## src/hw/rtl/sdspi_pkg.sv

```systemverilog
package sdspi_pkg;

   typedef enum logic [2:0] {
      PH_IDLE,
      PH_CLOCK,
      PH_CMD,
      PH_RESP,
      PH_TAIL,
      PH_TOKEN,
      PH_DATA
   } sdspi_phase_type;

   typedef enum logic [2:0] {
      ST_BUSY,
      ST_INIT_DONE,
      ST_READ_DONE,
      ST_REJECTED,
      ST_TOKEN_TIMEOUT,
      ST_INIT_TIMEOUT
   } sdspi_status_type;

   localparam logic [1:0] ACT_INIT = 2'd0;
   localparam logic [1:0] ACT_READ = 2'd1;
   localparam logic [1:0] ACT_BYTE = 2'd2;

   localparam logic [1:0] CSR_CLOCKING_BYTES = 2'd0;
   localparam logic [1:0] CSR_RESPONSE_POLLS = 2'd1;
   localparam logic [1:0] CSR_TOKEN_POLLS    = 2'd2;
   localparam logic [1:0] CSR_INIT_ATTEMPTS  = 2'd3;

   localparam logic [7:0]  CLOCKING_BYTES_RESET = 8'd80;
   localparam logic [7:0]  RESPONSE_POLLS_RESET = 8'd8;
   localparam logic [15:0] TOKEN_POLLS_RESET    = 16'd2000;
   localparam logic [15:0] INIT_ATTEMPTS_RESET  = 16'd1000;

   localparam logic [5:0] CMD_GO_IDLE    = 6'd0;
   localparam logic [5:0] CMD_SEND_IF    = 6'd8;
   localparam logic [5:0] CMD_READ_BLOCK = 6'd17;
   localparam logic [5:0] CMD_SEND_OP    = 6'd41;
   localparam logic [5:0] CMD_APP        = 6'd55;
   localparam logic [5:0] CMD_READ_OCR   = 6'd58;

   localparam logic [31:0] ARG_SEND_IF = 32'h0000_01AA;
   localparam logic [31:0] ARG_HCS     = 32'h4000_0000;
   localparam logic [31:0] ARG_NONE    = 32'h0000_0000;

   localparam logic [7:0] CRC_CMD0    = 8'h95;
   localparam logic [7:0] CRC_CMD8    = 8'h87;
   localparam logic [7:0] CRC_END_BIT = 8'h01;
   localparam logic [7:0] START_TOKEN = 8'hFE;
   localparam logic [7:0] IDLE_BYTE   = 8'hFF;
   localparam logic [7:0] R1_READY    = 8'h00;
   localparam logic [1:0] CMD_PREFIX  = 2'b01;

   localparam logic [15:0] FRAME_BYTES = 16'd8;
   localparam logic [15:0] TAIL_BYTES  = 16'd4;

   typedef struct packed {
      logic [7:0]  clocking_bytes;
      logic [7:0]  response_polls;
      logic [15:0] token_polls;
      logic [15:0] init_attempts;
   } sdspi_cfg_type;

   typedef struct packed {
      sdspi_phase_type phase;
      logic [5:0]      cmd;
      logic [31:0]     arg;
      logic [15:0]     byte_cnt;
      logic [15:0]     poll_cnt;
      logic [15:0]     attempt_cnt;
   } sdspi_state_type;

   typedef struct packed {
      logic             exchange_request;
      logic [7:0]       mosi_byte;
      logic             chip_select_high;
      logic [7:0]       data_byte;
      logic             data_valid;
      logic             data_last;
      sdspi_status_type status;
   } sdspi_result_type;

   function automatic logic [7:0] sdspi_crc(input logic [5:0] cmd);
      logic [7:0] crc;
      case (cmd)
         CMD_GO_IDLE: crc = CRC_CMD0;
         CMD_SEND_IF: crc = CRC_CMD8;
         default:     crc = CRC_END_BIT;
      endcase
      return crc;
   endfunction

endpackage

```

## src/hw/rtl/sdspi_csr.sv

```systemverilog
module sdspi_csr
   import sdspi_pkg::*;
(
   input  logic          clock,
   input  logic          reset,
   input  logic          csr_we,
   input  logic [1:0]    csr_index,
   input  logic [15:0]   csr_wdata,
   output sdspi_cfg_type cfg
);

   sdspi_cfg_type cfg_ff;
   sdspi_cfg_type cfg_in;

   always_comb begin
      cfg_in = cfg_ff;
      if (csr_we) begin
         case (csr_index)
            CSR_CLOCKING_BYTES: cfg_in.clocking_bytes = csr_wdata[7:0];
            CSR_RESPONSE_POLLS: cfg_in.response_polls = csr_wdata[7:0];
            CSR_TOKEN_POLLS:    cfg_in.token_polls    = csr_wdata;
            CSR_INIT_ATTEMPTS:  cfg_in.init_attempts  = csr_wdata;
            default:            cfg_in = cfg_ff;
         endcase
      end
   end

   always_ff @(posedge clock) begin
      if (reset) begin
         cfg_ff.clocking_bytes <= CLOCKING_BYTES_RESET;
         cfg_ff.response_polls <= RESPONSE_POLLS_RESET;
         cfg_ff.token_polls    <= TOKEN_POLLS_RESET;
         cfg_ff.init_attempts  <= INIT_ATTEMPTS_RESET;
      end else begin
         cfg_ff <= cfg_in;
      end
   end

   assign cfg = cfg_ff;

endmodule

```

## src/hw/rtl/sdspi_step.sv

```systemverilog
module sdspi_step
   import sdspi_pkg::*;
#(
   parameter int BLOCK_BYTES = 512
)
(
   input  sdspi_cfg_type    cfg,
   input  sdspi_state_type  cur,
   input  logic [1:0]       action,
   input  logic [31:0]      block_address,
   input  logic [7:0]       miso_byte,
   output sdspi_state_type  nxt,
   output sdspi_result_type result
);

   localparam logic [15:0] BlockLast = 16'(BLOCK_BYTES);

   logic             do_start;
   logic [5:0]       start_cmd;
   logic [31:0]      start_arg;
   logic [15:0]      byte_inc;
   logic [15:0]      poll_inc;
   logic [15:0]      attempt_inc;
   sdspi_status_type status;
   logic [7:0]       data_byte;
   logic             data_valid;
   logic             data_last;
   logic             exchange_request;
   logic [7:0]       mosi_byte;
   logic             chip_select_high;

   assign byte_inc    = cur.byte_cnt + 16'd1;
   assign poll_inc    = cur.poll_cnt + 16'd1;
   assign attempt_inc = cur.attempt_cnt + 16'd1;

   always_comb begin : next_state
      nxt        = cur;
      do_start   = 1'b0;
      start_cmd  = CMD_GO_IDLE;
      start_arg  = ARG_NONE;
      status     = ST_BUSY;
      data_byte  = 8'h00;
      data_valid = 1'b0;
      data_last  = 1'b0;
      case (action)
         ACT_INIT: begin
            nxt.attempt_cnt = 16'd0;
            nxt.poll_cnt    = 16'd0;
            if (cfg.clocking_bytes != 8'd0) begin
               nxt.phase    = PH_CLOCK;
               nxt.byte_cnt = 16'd0;
            end else begin
               do_start = 1'b1;
            end
         end
         ACT_READ: begin
            do_start  = 1'b1;
            start_cmd = CMD_READ_BLOCK;
            start_arg = block_address;
         end
         ACT_BYTE: begin
            case (cur.phase)
               PH_CLOCK: begin
                  nxt.byte_cnt = byte_inc;
                  if (byte_inc >= {8'd0, cfg.clocking_bytes}) begin
                     do_start = 1'b1;
                  end
               end
               PH_CMD: begin
                  nxt.byte_cnt = byte_inc;
                  if (byte_inc >= FRAME_BYTES) begin
                     nxt.phase    = PH_RESP;
                     nxt.poll_cnt = 16'd0;
                  end
               end
               PH_RESP: begin
                  nxt.poll_cnt = poll_inc;
                  if (miso_byte != IDLE_BYTE || poll_inc >= {8'd0, cfg.response_polls}) begin
                     case (cur.cmd)
                        CMD_GO_IDLE: begin
                           do_start  = 1'b1;
                           start_cmd = CMD_SEND_IF;
                           start_arg = ARG_SEND_IF;
                        end
                        CMD_SEND_IF: begin
                           if (miso_byte != IDLE_BYTE) begin
                              nxt.phase    = PH_TAIL;
                              nxt.byte_cnt = 16'd0;
                           end else begin
                              do_start  = 1'b1;
                              start_cmd = CMD_APP;
                           end
                        end
                        CMD_APP: begin
                           do_start  = 1'b1;
                           start_cmd = CMD_SEND_OP;
                           start_arg = ARG_HCS;
                        end
                        CMD_SEND_OP: begin
                           if (miso_byte == R1_READY) begin
                              do_start  = 1'b1;
                              start_cmd = CMD_READ_OCR;
                           end else begin
                              nxt.attempt_cnt = attempt_inc;
                              if (attempt_inc >= cfg.init_attempts) begin
                                 nxt.phase = PH_IDLE;
                                 status    = ST_INIT_TIMEOUT;
                              end else begin
                                 do_start  = 1'b1;
                                 start_cmd = CMD_APP;
                              end
                           end
                        end
                        CMD_READ_OCR: begin
                           nxt.phase    = PH_TAIL;
                           nxt.byte_cnt = 16'd0;
                        end
                        default: begin
                           if (miso_byte != R1_READY) begin
                              nxt.phase = PH_IDLE;
                              status    = ST_REJECTED;
                           end else begin
                              nxt.phase    = PH_TOKEN;
                              nxt.poll_cnt = 16'd0;
                           end
                        end
                     endcase
                  end
               end
               PH_TAIL: begin
                  nxt.byte_cnt = byte_inc;
                  if (byte_inc >= TAIL_BYTES) begin
                     if (cur.cmd == CMD_SEND_IF) begin
                        do_start  = 1'b1;
                        start_cmd = CMD_APP;
                     end else begin
                        nxt.phase = PH_IDLE;
                        status    = ST_INIT_DONE;
                     end
                  end
               end
               PH_TOKEN: begin
                  if (miso_byte == START_TOKEN) begin
                     nxt.phase    = PH_DATA;
                     nxt.byte_cnt = 16'd0;
                  end else begin
                     nxt.poll_cnt = poll_inc;
                     if (poll_inc >= cfg.token_polls) begin
                        nxt.phase = PH_IDLE;
                        status    = ST_TOKEN_TIMEOUT;
                     end
                  end
               end
               PH_DATA: begin
                  data_byte    = miso_byte;
                  data_valid   = 1'b1;
                  nxt.byte_cnt = byte_inc;
                  if (byte_inc >= BlockLast) begin
                     data_last = 1'b1;
                     nxt.phase = PH_IDLE;
                     status    = ST_READ_DONE;
                  end
               end
               default: begin
                  nxt = cur;
               end
            endcase
         end
         default: begin
            nxt = cur;
         end
      endcase
      if (do_start) begin
         nxt.phase    = PH_CMD;
         nxt.cmd      = start_cmd;
         nxt.arg      = start_arg;
         nxt.byte_cnt = 16'd0;
      end
   end

   always_comb begin : exchange_out
      exchange_request = 1'b0;
      mosi_byte        = IDLE_BYTE;
      chip_select_high = 1'b1;
      if (nxt.phase != PH_IDLE) begin
         exchange_request = 1'b1;
         chip_select_high = 1'b0;
         case (nxt.phase)
            PH_CLOCK: chip_select_high = 1'b1;
            PH_CMD: begin
               case (nxt.byte_cnt)
                  16'd0:   chip_select_high = 1'b1;
                  16'd2:   mosi_byte = {CMD_PREFIX, nxt.cmd};
                  16'd3:   mosi_byte = nxt.arg[31:24];
                  16'd4:   mosi_byte = nxt.arg[23:16];
                  16'd5:   mosi_byte = nxt.arg[15:8];
                  16'd6:   mosi_byte = nxt.arg[7:0];
                  16'd7:   mosi_byte = sdspi_crc(nxt.cmd);
                  default: mosi_byte = IDLE_BYTE;
               endcase
            end
            default: chip_select_high = 1'b0;
         endcase
      end
   end

   assign result.exchange_request = exchange_request;
   assign result.mosi_byte        = mosi_byte;
   assign result.chip_select_high = chip_select_high;
   assign result.data_byte        = data_byte;
   assign result.data_valid       = data_valid;
   assign result.data_last        = data_last;
   assign result.status           = status;

endmodule

```

## src/hw/rtl/sd_spi_init_and_block_read.sv

```systemverilog
// SD card host in SPI mode, stepped one byte exchange at a time.
// Each request on the req_ channel carries an action in req_tuser: start
// initialization, read one block at req_tdata[31:0], or report the byte the
// card returned (req_tdata[39:32]) in the exchange last asked for.
// Every request produces exactly one response on the rsp_ channel. It tells
// whether to exchange another byte, which byte to send and the chip select
// level; during a block read it carries one data byte (rsp_tuser high,
// rsp_tlast on the final byte) and it reports completion or errors in status.
// A request is registered in the input register on acceptance, and its
// response is then registered in the output register once that is free.
// One request is accepted per cycle while the receiver does not stall, set
// by the combinational state update between the input and output registers.
// When the receiver stalls, the output register holds its response and the
// input register holds one more request; req_tready falls once both are full.
// Synchronous reset empties both registers, returns the sequencer to idle and
// loads the csr_ registers with their defaults. Write csr_ only when idle.
module sd_spi_init_and_block_read
   import sdspi_pkg::*;
#(
   parameter int BLOCK_BYTES = 512
)
(
   input  logic        clock,
   input  logic        reset,
   input  logic        req_tvalid,
   output logic        req_tready,
   input  logic [39:0] req_tdata,  // block_address[31:0], miso_byte[39:32]
   input  logic [1:0]  req_tuser,  // action[1:0]
   output logic        rsp_tvalid,
   input  logic        rsp_tready,
   output logic [23:0] rsp_tdata,  // exchange_request[0], mosi_byte[8:1],
                                   // chip_select_high[9], data_byte[17:10],
                                   // status[20:18], zero fill
   output logic        rsp_tuser,  // data_valid[0]
   output logic        rsp_tlast,  // data_last
   input  logic        csr_we,
   input  logic [1:0]  csr_index,
   input  logic [15:0] csr_wdata
);

   sdspi_cfg_type    cfg;
   sdspi_state_type  state_ff;
   sdspi_state_type  state_in;
   sdspi_result_type result;
   sdspi_result_type out_ff;
   logic             in_valid_ff;
   logic [1:0]       in_action_ff;
   logic [31:0]      in_address_ff;
   logic [7:0]       in_miso_ff;
   logic             out_valid_ff;
   logic             advance;

   sdspi_csr u_csr (
      .clock     (clock),
      .reset     (reset),
      .csr_we    (csr_we),
      .csr_index (csr_index),
      .csr_wdata (csr_wdata),
      .cfg       (cfg)
   );

   sdspi_step #(
      .BLOCK_BYTES (BLOCK_BYTES)
   ) u_step (
      .cfg           (cfg),
      .cur           (state_ff),
      .action        (in_action_ff),
      .block_address (in_address_ff),
      .miso_byte     (in_miso_ff),
      .nxt           (state_in),
      .result        (result)
   );

   assign advance    = in_valid_ff && (!out_valid_ff || rsp_tready);
   assign req_tready = !in_valid_ff || advance;

   always_ff @(posedge clock) begin
      if (reset) begin
         in_valid_ff  <= 1'b0;
         out_valid_ff <= 1'b0;
         state_ff     <= '{phase: PH_IDLE, default: '0};
      end else begin
         if (req_tready) begin
            in_valid_ff <= req_tvalid;
         end
         if (advance) begin
            out_valid_ff <= 1'b1;
            state_ff     <= state_in;
         end else if (rsp_tready) begin
            out_valid_ff <= 1'b0;
         end
      end
   end

   always_ff @(posedge clock) begin
      if (req_tready && req_tvalid) begin
         in_action_ff  <= req_tuser;
         in_address_ff <= req_tdata[31:0];
         in_miso_ff    <= req_tdata[39:32];
      end
      if (advance) begin
         out_ff <= result;
      end
   end

   assign rsp_tvalid = out_valid_ff;
   assign rsp_tdata  = {3'b000, out_ff.status, out_ff.data_byte, out_ff.chip_select_high,
                        out_ff.mosi_byte, out_ff.exchange_request};
   assign rsp_tuser  = out_ff.data_valid;
   assign rsp_tlast  = out_ff.data_last;

endmodule

```

## config.mk

```make
export PLATFORM = sky130hd
export DESIGN_NAME = sd_spi_init_and_block_read
export DESIGN_NICKNAME = d
export VERILOG_FILES = /design/src/hw/rtl/sdspi_pkg.sv /design/src/hw/rtl/sdspi_csr.sv /design/src/hw/rtl/sdspi_step.sv /design/src/hw/rtl/sd_spi_init_and_block_read.sv
export SDC_FILE = /design/constraint.sdc
export NUM_CORES = 1
export LEC_CHECK = 0
export ABC_AREA = 1
export BUFFER_PORTS_ARGS = -buffer_cell sky130_fd_sc_hd__buf_2
export CAP_MARGIN = 20
export CORE_MARGIN = 5
export CORE_UTILIZATION = 50
export DETAILED_ROUTE_END_ITERATION = 6
export PLACE_DENSITY_LB_ADDON = 0.05
export SYNTH_ARGS = -nofsm -noshare
export SYNTH_HDL_FRONTEND = slang
export SYNTH_HIERARCHICAL = 1
export SYNTH_SLANG_ARGS = --single-unit
```

## constraint.sdc

```tcl
create_clock -name clock -period 4.2 [get_ports clock]
set_input_delay 0.42 -clock clock [delete_from_list [all_inputs] [get_ports clock]]
set_output_delay 0.42 -clock clock [all_outputs]
set_load 0.02 [all_outputs]
```

# Word-level counts from Yosys, hierarchy flattened
# Cells that the tools add are included.
dict set report op_classes {
  addsub 3
  magnitude_cmp 7
  n_eq_ne 33
  n_mux 75
  n_reduce_logical 30
}
# op n
set ops {}
lappend ops {{$mux 16} 10}
lappend ops {{$pmux 16 s3} 2}
lappend ops {{$pmux 48 s2} 1}
lappend ops {{$eq 16x3->1 const B} 4}
lappend ops {{$mux 32} 2}
lappend ops {{$pmux 32 s2} 1}
lappend ops {{$pmux 31 s2} 1}
lappend ops {{$mux 57} 1}
lappend ops {{$mux 3} 18}
lappend ops {{$add 16x1->16 const B} 3}
lappend ops {{$mux 48} 1}
lappend ops {{$pmux 8 s6} 1}
lappend ops {{$mux 6} 6}
lappend ops {{$eq 16x2->1 const B} 2}
lappend ops {{$ge 16x16->1} 2}
lappend ops {{$ge 16x8->1} 2}
lappend ops {{$pmux 16 s2} 1}
lappend ops {{$pmux 3 s4} 2}
lappend ops {{$pmux 6 s2} 2}
lappend ops {{$pmux 6 s4} 1}
lappend ops {{$eq 6x6->1 const B} 3}
lappend ops {{$ge 16x10->1 const B} 1}
lappend ops {{$ge 16x3->1 const B} 1}
lappend ops {{$ge 16x4->1 const B} 1}
lappend ops {{36 further kinds} 79}
dict set report word_totals {
  ff_bits 204
  input_bits 65
  out_inout_bits 28
}

# Longest topological paths before layout
# Gate-level depths: netlist of run 1.
dict set report depth {
  depth_word 12
  depth_mapped 32
  ltp_nobuf 31
}

# Hierarchy
# Netlist of run 1, hierarchy kept.
# module n_inst cells_per_inst area_each_um2 seq_area_each_um2
set modules_own_cells {}
lappend modules_own_cells {sdspi_step 1 1276 6408.6 0.0}
lappend modules_own_cells {sd_spi_init_and_block_read 1 664 5998.3 3773.6}
lappend modules_own_cells {sdspi_csr 1 282 1910.6 960.9}

# Worst setup path after synthesis of run 1
# Ideal clock, no wire load.
dict set report synth_timing {
  kind {register to register}
  start {register state_ff[0] (netlist bit)}
  end {register out_ff (netlist bit rsp_tdata[5]), data pin}
  setup_time_ns 0.260
  arrival_time_ns 4.020
  setup_slack_ns -0.080
  path_stages_with_launch 30
  path_cell_list {dfxtp_1 -> ha_1 -> inv_1 -> nor3_1 -> nand3_1 -> nor3_1 -> and2_1 -> nand2_1 -> nor3_1 -> nand3_1 -> xor2_1 -> ha_1 -> nand4_1 -> a21oi_1 -> nor2_1 -> and2_1 -> o21ai_0 -> nand2_1 -> nand2_1 -> nand2_1 -> nand2_1 -> nand3_1 -> o21ai_0 -> o21ai_0 -> nand2_1 -> inv_1 -> nor2_1 -> nand2_1 -> nor2_1 -> nand3_2}
}
# element line
set synth_rtl {}
lappend synth_rtl {{start, declared} sd_spi_init_and_block_read.sv:42} ;# sdspi_state_type state_ff;
lappend synth_rtl {{start signal, assigned} sd_spi_init_and_block_read.sv:88} ;# state_ff <= state_in;
lappend synth_rtl {{end signal, assigned} sd_spi_init_and_block_read.sv:102} ;# out_ff <= result;
lappend synth_rtl {{end, declared} sd_spi_init_and_block_read.sv:45} ;# sdspi_result_type out_ff;

# Worst setup path after layout of run 1
dict set report layout_timing {
  start {register state_ff[1] (netlist bit)}
  end {register out_ff (netlist bit rsp_tdata[3]), data pin}
}
dict set report layout_via {
  elab_chain_cells 12
}
# element line
set layout_lines {}
lappend layout_lines {{$add 16x1->16 (*)} sdspi_step.sv:34} ;# assign attempt_inc = cur.attempt_cnt + 16'd1;
lappend layout_lines {{$ge 16x16->1 (*)} sdspi_step.sv:105} ;# if (attempt_inc >= cfg.init_attempts) begin
lappend layout_lines {{$mux 1 or $mux 6 (tied branches)} sdspi_step.sv:105}
lappend layout_lines {{$mux 1 or $mux 6 (tied branches)} sdspi_step.sv:100} ;# if (miso_byte == R1_READY) begin
lappend layout_lines {{$pmux 1 s3 or $pmux 6 s4 (tied branches)} sdspi_step.sv:79} ;# case (cur.cmd)
lappend layout_lines {{$mux 1 or $mux 6 (tied branches)} sdspi_step.sv:78} ;# if (miso_byte != IDLE_BYTE || poll_inc >= {8'd0, cfg.response_polls}) begin
lappend layout_lines {{$pmux 1 s3 or $pmux 6 s2 (tied branches)} sdspi_step.sv:62} ;# case (cur.phase)
lappend layout_lines {{$pmux 1 s3 or $pmux 6 s2 (tied branches)} sdspi_step.sv:45} ;# case (action)
lappend layout_lines {{$mux 57 (*)} sdspi_step.sv:173} ;# if (do_start) begin
lappend layout_lines {{$eq 6x4->1 or $logic_not 6->1 (tied branches)} sdspi_pkg.sv:86} ;# case (cmd)
lappend layout_lines {{$pmux 8 s2} sdspi_pkg.sv:86}
lappend layout_lines {{$pmux 8 s6} sdspi_step.sv:191} ;# case (nxt.byte_cnt)
# Every way passes the cells marked *; elsewhere a longest branch is shown, timed or not.
# A chain may end at the register's enable or synchronous reset.

==> results of run 1 <==
registers in the layout, indices dropped and copies added (netlist names):
| name | flops |
|---|---|
| in_miso_ff | 8 |
| rsp_tuser | 1 |
| in_action_ff | 2 |
| state_ff | 89 |
| in_address_ff | 32 |
| u_csr/cfg | 48 |
| rsp_tlast | 1 |
| rsp_tdata | 21 |
| in_valid_ff | 1 |
| rsp_tvalid | 1 |
where the power goes:
group | leakage (nW) | switching, mW | internal [mW]
clock network | 0.432 | 0.915 | 1.45
logic | 5.81 | 0.869 | 0.532
registers | 1.77 | 0.103 | 2.16
cell usage in the layout (no fill, tap or decap), drive strengths merged, types with 10 or more instances in the layout:
master  netlist  final
nand2       552    552
inv         338    339
nor2        285    285
nand3       231    231
buf          78    200
a21oi       186    186
dfxtp       139    139
o21ai       111    111
edfxtp       65     65
ha           56     56
clkbuf       35     34
nand4        25     25
xor2         23     23
nor3         21     21
o22ai        15     15
a31oi        11     11
clkinv        3     10
routing by layer:
metal | GRT usage, % | vias up
li1 | - | 7408
met1 | 36.58 | 6773
met2 | 41.15 | 474
met3 | 3.880 | 66
met4 | 7.172 | 0
met5 | 0 | -
metrics by stage:
step                util, %  total power [mW]  setup slack [ps]
floorplan                 -             3.133             42.45
global placement      54.50             3.488            -196.2
detailed placement    54.50             3.506            -320.9
CTS                   57.90             5.900            -59.61
global route          60.89             6.332            -342.5
finish                60.89             6.021            -8.220
how the worst max path moves through the flow:
stage / slack (ps) / end / from
after global placement: -200 / rsp_tdata[3] / state_ff[0]
after CTS: -60 / rsp_tdata[3] / state_ff[0]
after floorplan: 40 / rsp_tdata[5] / state_ff[2]
final: -8 / rsp_tdata[3] / state_ff[1]
after detailed placement: -320 / rsp_tdata[3] / state_ff[1]
after global routing: -340 / rsp_tdata[3] / state_ff[2]
final cells by class:
class,count,area share [%]
clock inverters,17,1.393
well taps,384,2.772
inverters,341,7.485
flip-flops and latches,204,27.39
repair buffers,205,9.405
clock buffers,29,3.811
multi-input cells,1566,47.75
what timing repair did:
action                                  CTS  global route
endpoints found under the setup margin   57            66
buffers inserted                          2             9
gates resized for setup                  11           173
pin swaps                                 1            33
hold endpoints to repair                  0             0
gates cloned                              0             6
critical path, delay by kind of cell (launching register included):
kind                     cells  cell delay (ps)
AND/OR/NAND/NOR             22             2480
buffers and inverters        3              360
XOR/XNOR                     1              180
adder cells (fa/ha/maj)      1              280
flip-flops                   1              380
AO/OA/AOI/OAI                3              260
cells by family (layout without fill, tap and decap cells):
| logic type | after synthesis | in the layout |
|---|---|---|
| buf+inv | 454 | 592 |
| xor+xnor | 23 | 23 |
| fa+ha+maj | 56 | 56 |
| flops | 204 | 204 |
| mux | 1 | 1 |
| simple gates | 1121 | 1121 |
| other cells | 1 | 3 |
| compound gates | 362 | 362 |
==> summary.txt, run 1 <==
Timing
  • Final number of max-transition violations: 0
  • Worst Hold Slack: 50.61 ps
  • Final setup TNS: -8.220 ps
  • RSZ-0062 raised after global routing: true
  • Post-route setup slack: -8.220 ps
  • Fraction of the cycle the final worst path needs: 100.2%
  • Max transition margin: 32.21%
  • Fmax: 237.6 MHz
  • Min Clock Period, post-route: 4208 ps
  • Worst-Margin Slew: 1016 ps
  • Final Skew: 7.744 ps
  • Setup violators final: 1
  • Hold Vio Cnt, Final: 0

Global route
  • Initial antenna violation count: 0
  • Overflow after GRT: 0
  • GRT Util Overall: 25.83%
  • Pin count of the biggest net entering global routing: 105
  • Global-route wire length before repair: 67.43 mm
  • Number of global-route vias before repair: 13050

Route
  • Via density: 5.361
  • Wire length on met2: 19.97 mm
  • Total wire length: 43.70 mm
  • Met3 WL: 2.762 mm
  • Detail Route Antenna Nets: 0
  • Via Count: 14720
  • WL met1: 19.84 mm
  • Max Used Layer: met4
  • Wirelength per Cell: 15.92 um
  • # DRC: 0
  • Iter 0 DRT Violations: 1356
  • Drt pass-1 iters: 5

Logic synthesis
  • Mux contribution to synthesized area: 0.06991%
  • Post-Synthesis Cells: 2222
  • Largest area contributor in the netlist: dfxtp_1
  • Xor/xnor share of the synthesized area: 1.407%
  • Top_reg_cell synth: dfxtp_1
  • Mapped cell area: 14320 um^2
  • Count leader, synth: nand2_1
  • Mean Syn Cell Area: 6.444 um^2
  • Synth top cells by count: 536 x nand2_1, 331 x inv_1, 269 x nor2_1
  • Simple-Gate Fraction of Synth Area: 33.61%
  • Synth top area share: 19.44%
  • Largest family of logic cells by synthesized area: simple AND/OR/NAND/NOR gates
  • Synthesized-area fraction occupied by adder cells: 4.894%
  • Synthesized flop and latch total: 204
  • Register area share after synthesis: 33.07%
  • Post-synth EDFFs: 65
  • Yosys warns: 6
  • Synth Area in Compound Gates: 13.85%
  • Library cells used by synthesis: 46
  • Largest cells by area after synthesis: dfxtp_1 19%, nand2_1 14%, edfxtp_1 14%
  • Post-synth ARST share: 0%

Pwr
  • Leakage: 8.010 nW
  • Worst vdd ir: 366.8 uV
  • Pwr/cell area: 347.4 nW/um^2

Floorplan
  • # IOs: 93
  • Initial Utilization: 50.29%
  • Die X-Extent: 179.2 um
  • Die area: 32120 um^2
  • Site Rows: 62
  • Die Ht: 179.2 um
  • Core Area: 28470 um^2

Setup path
  • Worst Path Required: 4490 ps
  • Crit. End Element: flop
  • R2r worst-path depth: 30
  • Critical path's slowest cell: dfxtp_4
  • Reg2reg setup slack: -8 ps
  • Startpoint Class: flop
  • Reg2reg end: rsp_tdata[3]
  • Most used cell, CP: nand2_1
  • Worst r2r src: state_ff[1]
  • Type of the worst setup path: reg -> reg
  • CP max FO: 8
  • CP Data Arrival Time: 4500 ps
  • CP peak stage delay: 380 ps

Clock tree
  • Clock slew at reported path FFs: 70 ps
  • Clock Tree Root: clkbuf_16
  • Depth of the CTS H-tree: 1
  • Clock Latency Late Sink: 540 ps
  • Hold Buf Count CTS: 0
  • CTS tree: built
  • Total CTS buffers: 25
  • Maximum root-to-sink buffer count: 3
  • Clock Sinks: 204

Placement
  • Post-DP Area: 15520 um^2
  • Post-Place Cells: 2682
  • Final HPWL DP: 30.16 mm
  • Number of port buffers: 89
  • Gpl congestion: 0.9573

Cells and area
  • Area growth syn-to-layout: 21.07%
  • Fin cells: 2746
  • Multi-input combinational cell area: 8277 um^2
  • Fin nets: 2464
  • FF+latch area: 4747 um^2
  • Post-Layout Inst Area: 17330 um^2
  • N_diodes: 0
  • Fill cells: 2712
  • Share of cells above drive strength 1: 17.19%

Run status
  • Outcome: complete, but fails checks
  • Failing checks: negative setup slack

Job
  • Max Cap Violations: 0

Hold path
  • Hold EP: in_address_ff[19]
  • Hold Path Origin: req_tdata[19]
  • Worst min path class: in -> reg
  • Hold depth: 1
Note: power is estimated with default switching activity, not from simulation.
==> run 2, diff against run 1 <==
CTS_CLUSTER_SIZE = 25   (was not set)
clock period = 4.5 ns   (was 4.2 ns; I/O delays follow)
==> run 2 against run 1 <==
Cell area fell by 4.1%. Critical endpoint is now rsp_tdata[1]. Hold slack improved by 32 ps. Non-clock buffer count fell by 22. Die area unchanged. Setup slack better by 82 ps. Count of clock-buffer cells in the layout increased by 3. Power shrank 13%. Combinational power is 14% lower. Sequential power is 6% lower. Routed wire length shrank 4.6%. The run now ends clean. Critical path depth down 1. Clock power shrank 19%.
==> summary.txt, run 2 (synthesis gave the netlist of run 1 again) <==
Run status
  • Outcome: finished, final reports clean

Pwr
  • Worst vdd ir: 289.5 uV
  • Leakage: 7.742 nW
  • Overall power: 5.231 mW
  • Pwr/cell area: 314.6 nW/um^2

Route
  • Detail Route Antenna Nets: 0
  • # DRC: 0
  • Via Count: 14440
  • Drt pass-1 iters: 6
  • Total wire length: 41.69 mm
  • Wirelength per Cell: 15.30 um
  • Via density: 5.298
  • Iter 0 DRT Violations: 1166

Setup path
  • Startpoint Class: flop
  • Worst Path Required: 4770 ps
  • Critical path's slowest cell: dfxtp_4
  • CP peak stage delay: 370 ps
  • Type of the worst setup path: reg -> reg
  • R2r worst-path depth: 29
  • Crit. End Element: flop
  • Reg2reg setup slack: 70 ps
  • Reg2reg end: rsp_tdata[1]
  • CP max FO: 8
  • Worst r2r src: state_ff[0]
  • CP Data Arrival Time: 4700 ps

Cells and area
  • Commonest non-fill, non-tap cell in the layout: nand2_1
  • Largest register FFs: 89
  • Fin nets: 2443
  • Most frequent cells in the layout: 522 x nand2_1, 328 x inv_1, 262 x nor2_1
  • Fin cells: 2725
  • Top reg by flops: state_ff
  • Fill cells: 2810
  • Share of cells above drive strength 1: 14.27%
  • N_diodes: 0
  • Area growth syn-to-layout: 16.14%

Timing
  • Setup violators final: 0
  • Post-route setup slack: 73.58 ps
  • Final Skew: 25.89 ps
  • Fraction of the cycle the final worst path needs: 98.36%
  • Hold Vio Cnt, Final: 0
  • Max transition margin: 29.09%
  • Min Clock Period, post-route: 4426 ps
  • RSZ-0062 raised after global routing: true
  • Final number of max-transition violations: 0
  • Fmax: 225.9 MHz
  • Worst Hold Slack: 83.07 ps
  • Worst-Margin Slew: 1064 ps

Clock tree
  • Clock slew at reported path FFs: 60 ps
  • Hold Buf Count CTS: 0
  • Clock Latency Late Sink: 550 ps
  • Maximum root-to-sink buffer count: 3
  • Depth of the CTS H-tree: 1
  • CTS tree: built
  • Clock Tree Root: clkbuf_16
  • Clock Sinks: 204
  • Total CTS buffers: 25

Floorplan
  • Die area: 32120 um^2
  • Initial Utilization: 50.29%
  • Die X-Extent: 179.2 um
  • Die Ht: 179.2 um
  • Site Rows: 62
  • Core Area: 28470 um^2
  • # IOs: 93

Global route
  • Initial antenna violation count: 0
  • Number of global-route vias before repair: 13180
  • Overflow after GRT: 0
  • Global-route wire length before repair: 65.85 mm
  • GRT Util Overall: 25.04%
  • Pin count of the biggest net entering global routing: 96

Hold path
  • Hold depth: 1
  • Worst min path class: in -> reg
  • Hold EP: in_miso_ff[6]
  • Hold Path Origin: req_tdata[38]

Placement
  • Gpl congestion: 0.9566
  • Worst slack at placement: -86.82 ps
  • Post-Place Cells: 2649
  • Number of port buffers: 89
  • Final HPWL DP: 29.11 mm

Job
  • Max Cap Violations: 0
-- run 2: report_power, final --
group          internal, mW  switching (mW)  total [mW]
clock                  1.10           0.817        1.91
combinational         0.443           0.760        1.20
sequential             2.01           0.103        2.12
total                  3.55            1.68        5.23
-- run 2: worst max-delay path by stage --
| stage | startpoint | endpoint | depth (start not counted) |
|---|---|---|---|
| 3_5_place_dp | state_ff[0] | rsp_tdata[1] | 30 |
| 3_3_place_gp | state_ff[0] | rsp_tdata[3] | 30 |
| 4_1_cts | state_ff[0] | rsp_tdata[1] | 31 |
| 6_report | state_ff[0] | rsp_tdata[1] | 29 |
| 5_1_grt | state_ff[0] | rsp_tdata[1] | 29 |
| 2_1_floorplan | state_ff[0] | rsp_tdata[5] | 29 |
-- run 2: cell type report --
cell class | count | area [um^2] | area share [%]
inverter | 341 | 1287 | 7.743
clock inverter | 14 | 96.34 | 0.5794
multi-input combinational | 1567 | 8031 | 48.30
clock buffer | 32 | 691.9 | 4.161
tap | 384 | 480.5 | 2.889
timing repair buffer | 183 | 1295 | 7.788
sequential | 204 | 4746 | 28.54
-- run 2: layer usage --
metal | track usage, % | vias up | routed length (um)
met2 | 40.73 | 430 | 19000
met5 | 0 | - | 0
met3 | 2.889 | 66 | 2342
li1 | - | 7366 | -
met4 | 7.775 | 0 | 1151
met1 | 34.95 | 6575 | 19190
-- run 2: timing repair --
action | CTS | global route
pin swaps | 0 | 55
gates cloned | 0 | 4
resized for setup | 4 | 97
buffers inserted | 0 | 25
endpoints found under the setup margin | 8 | 63
-- run 2: through the flow --
stage / instance area (um^2) / utilization [%] / setup TNS [ps]
6_report: 16630 / 58.41 / 0
5_1_grt: 16630 / 58.41 / -2912
4_1_cts: 16030 / 56.30 / 0
3_5_place_dp: 15220 / 53.48 / -406.4
3_3_place_gp: 15220 / 53.48 / 0
2_1_floorplan: 14330 / - / 0
-- run 2: worst max-delay path, delay by kind of cell, from the launching register on --
kind                       cells  cell delay (ps)
DFF                            1              370
xor gates and xnor gates       1              190
and+or+nand+nor               23             2820
adders and majority gates      2              470
AOI/OAI and AO/OA              1              120
buffers and inverters          2              190
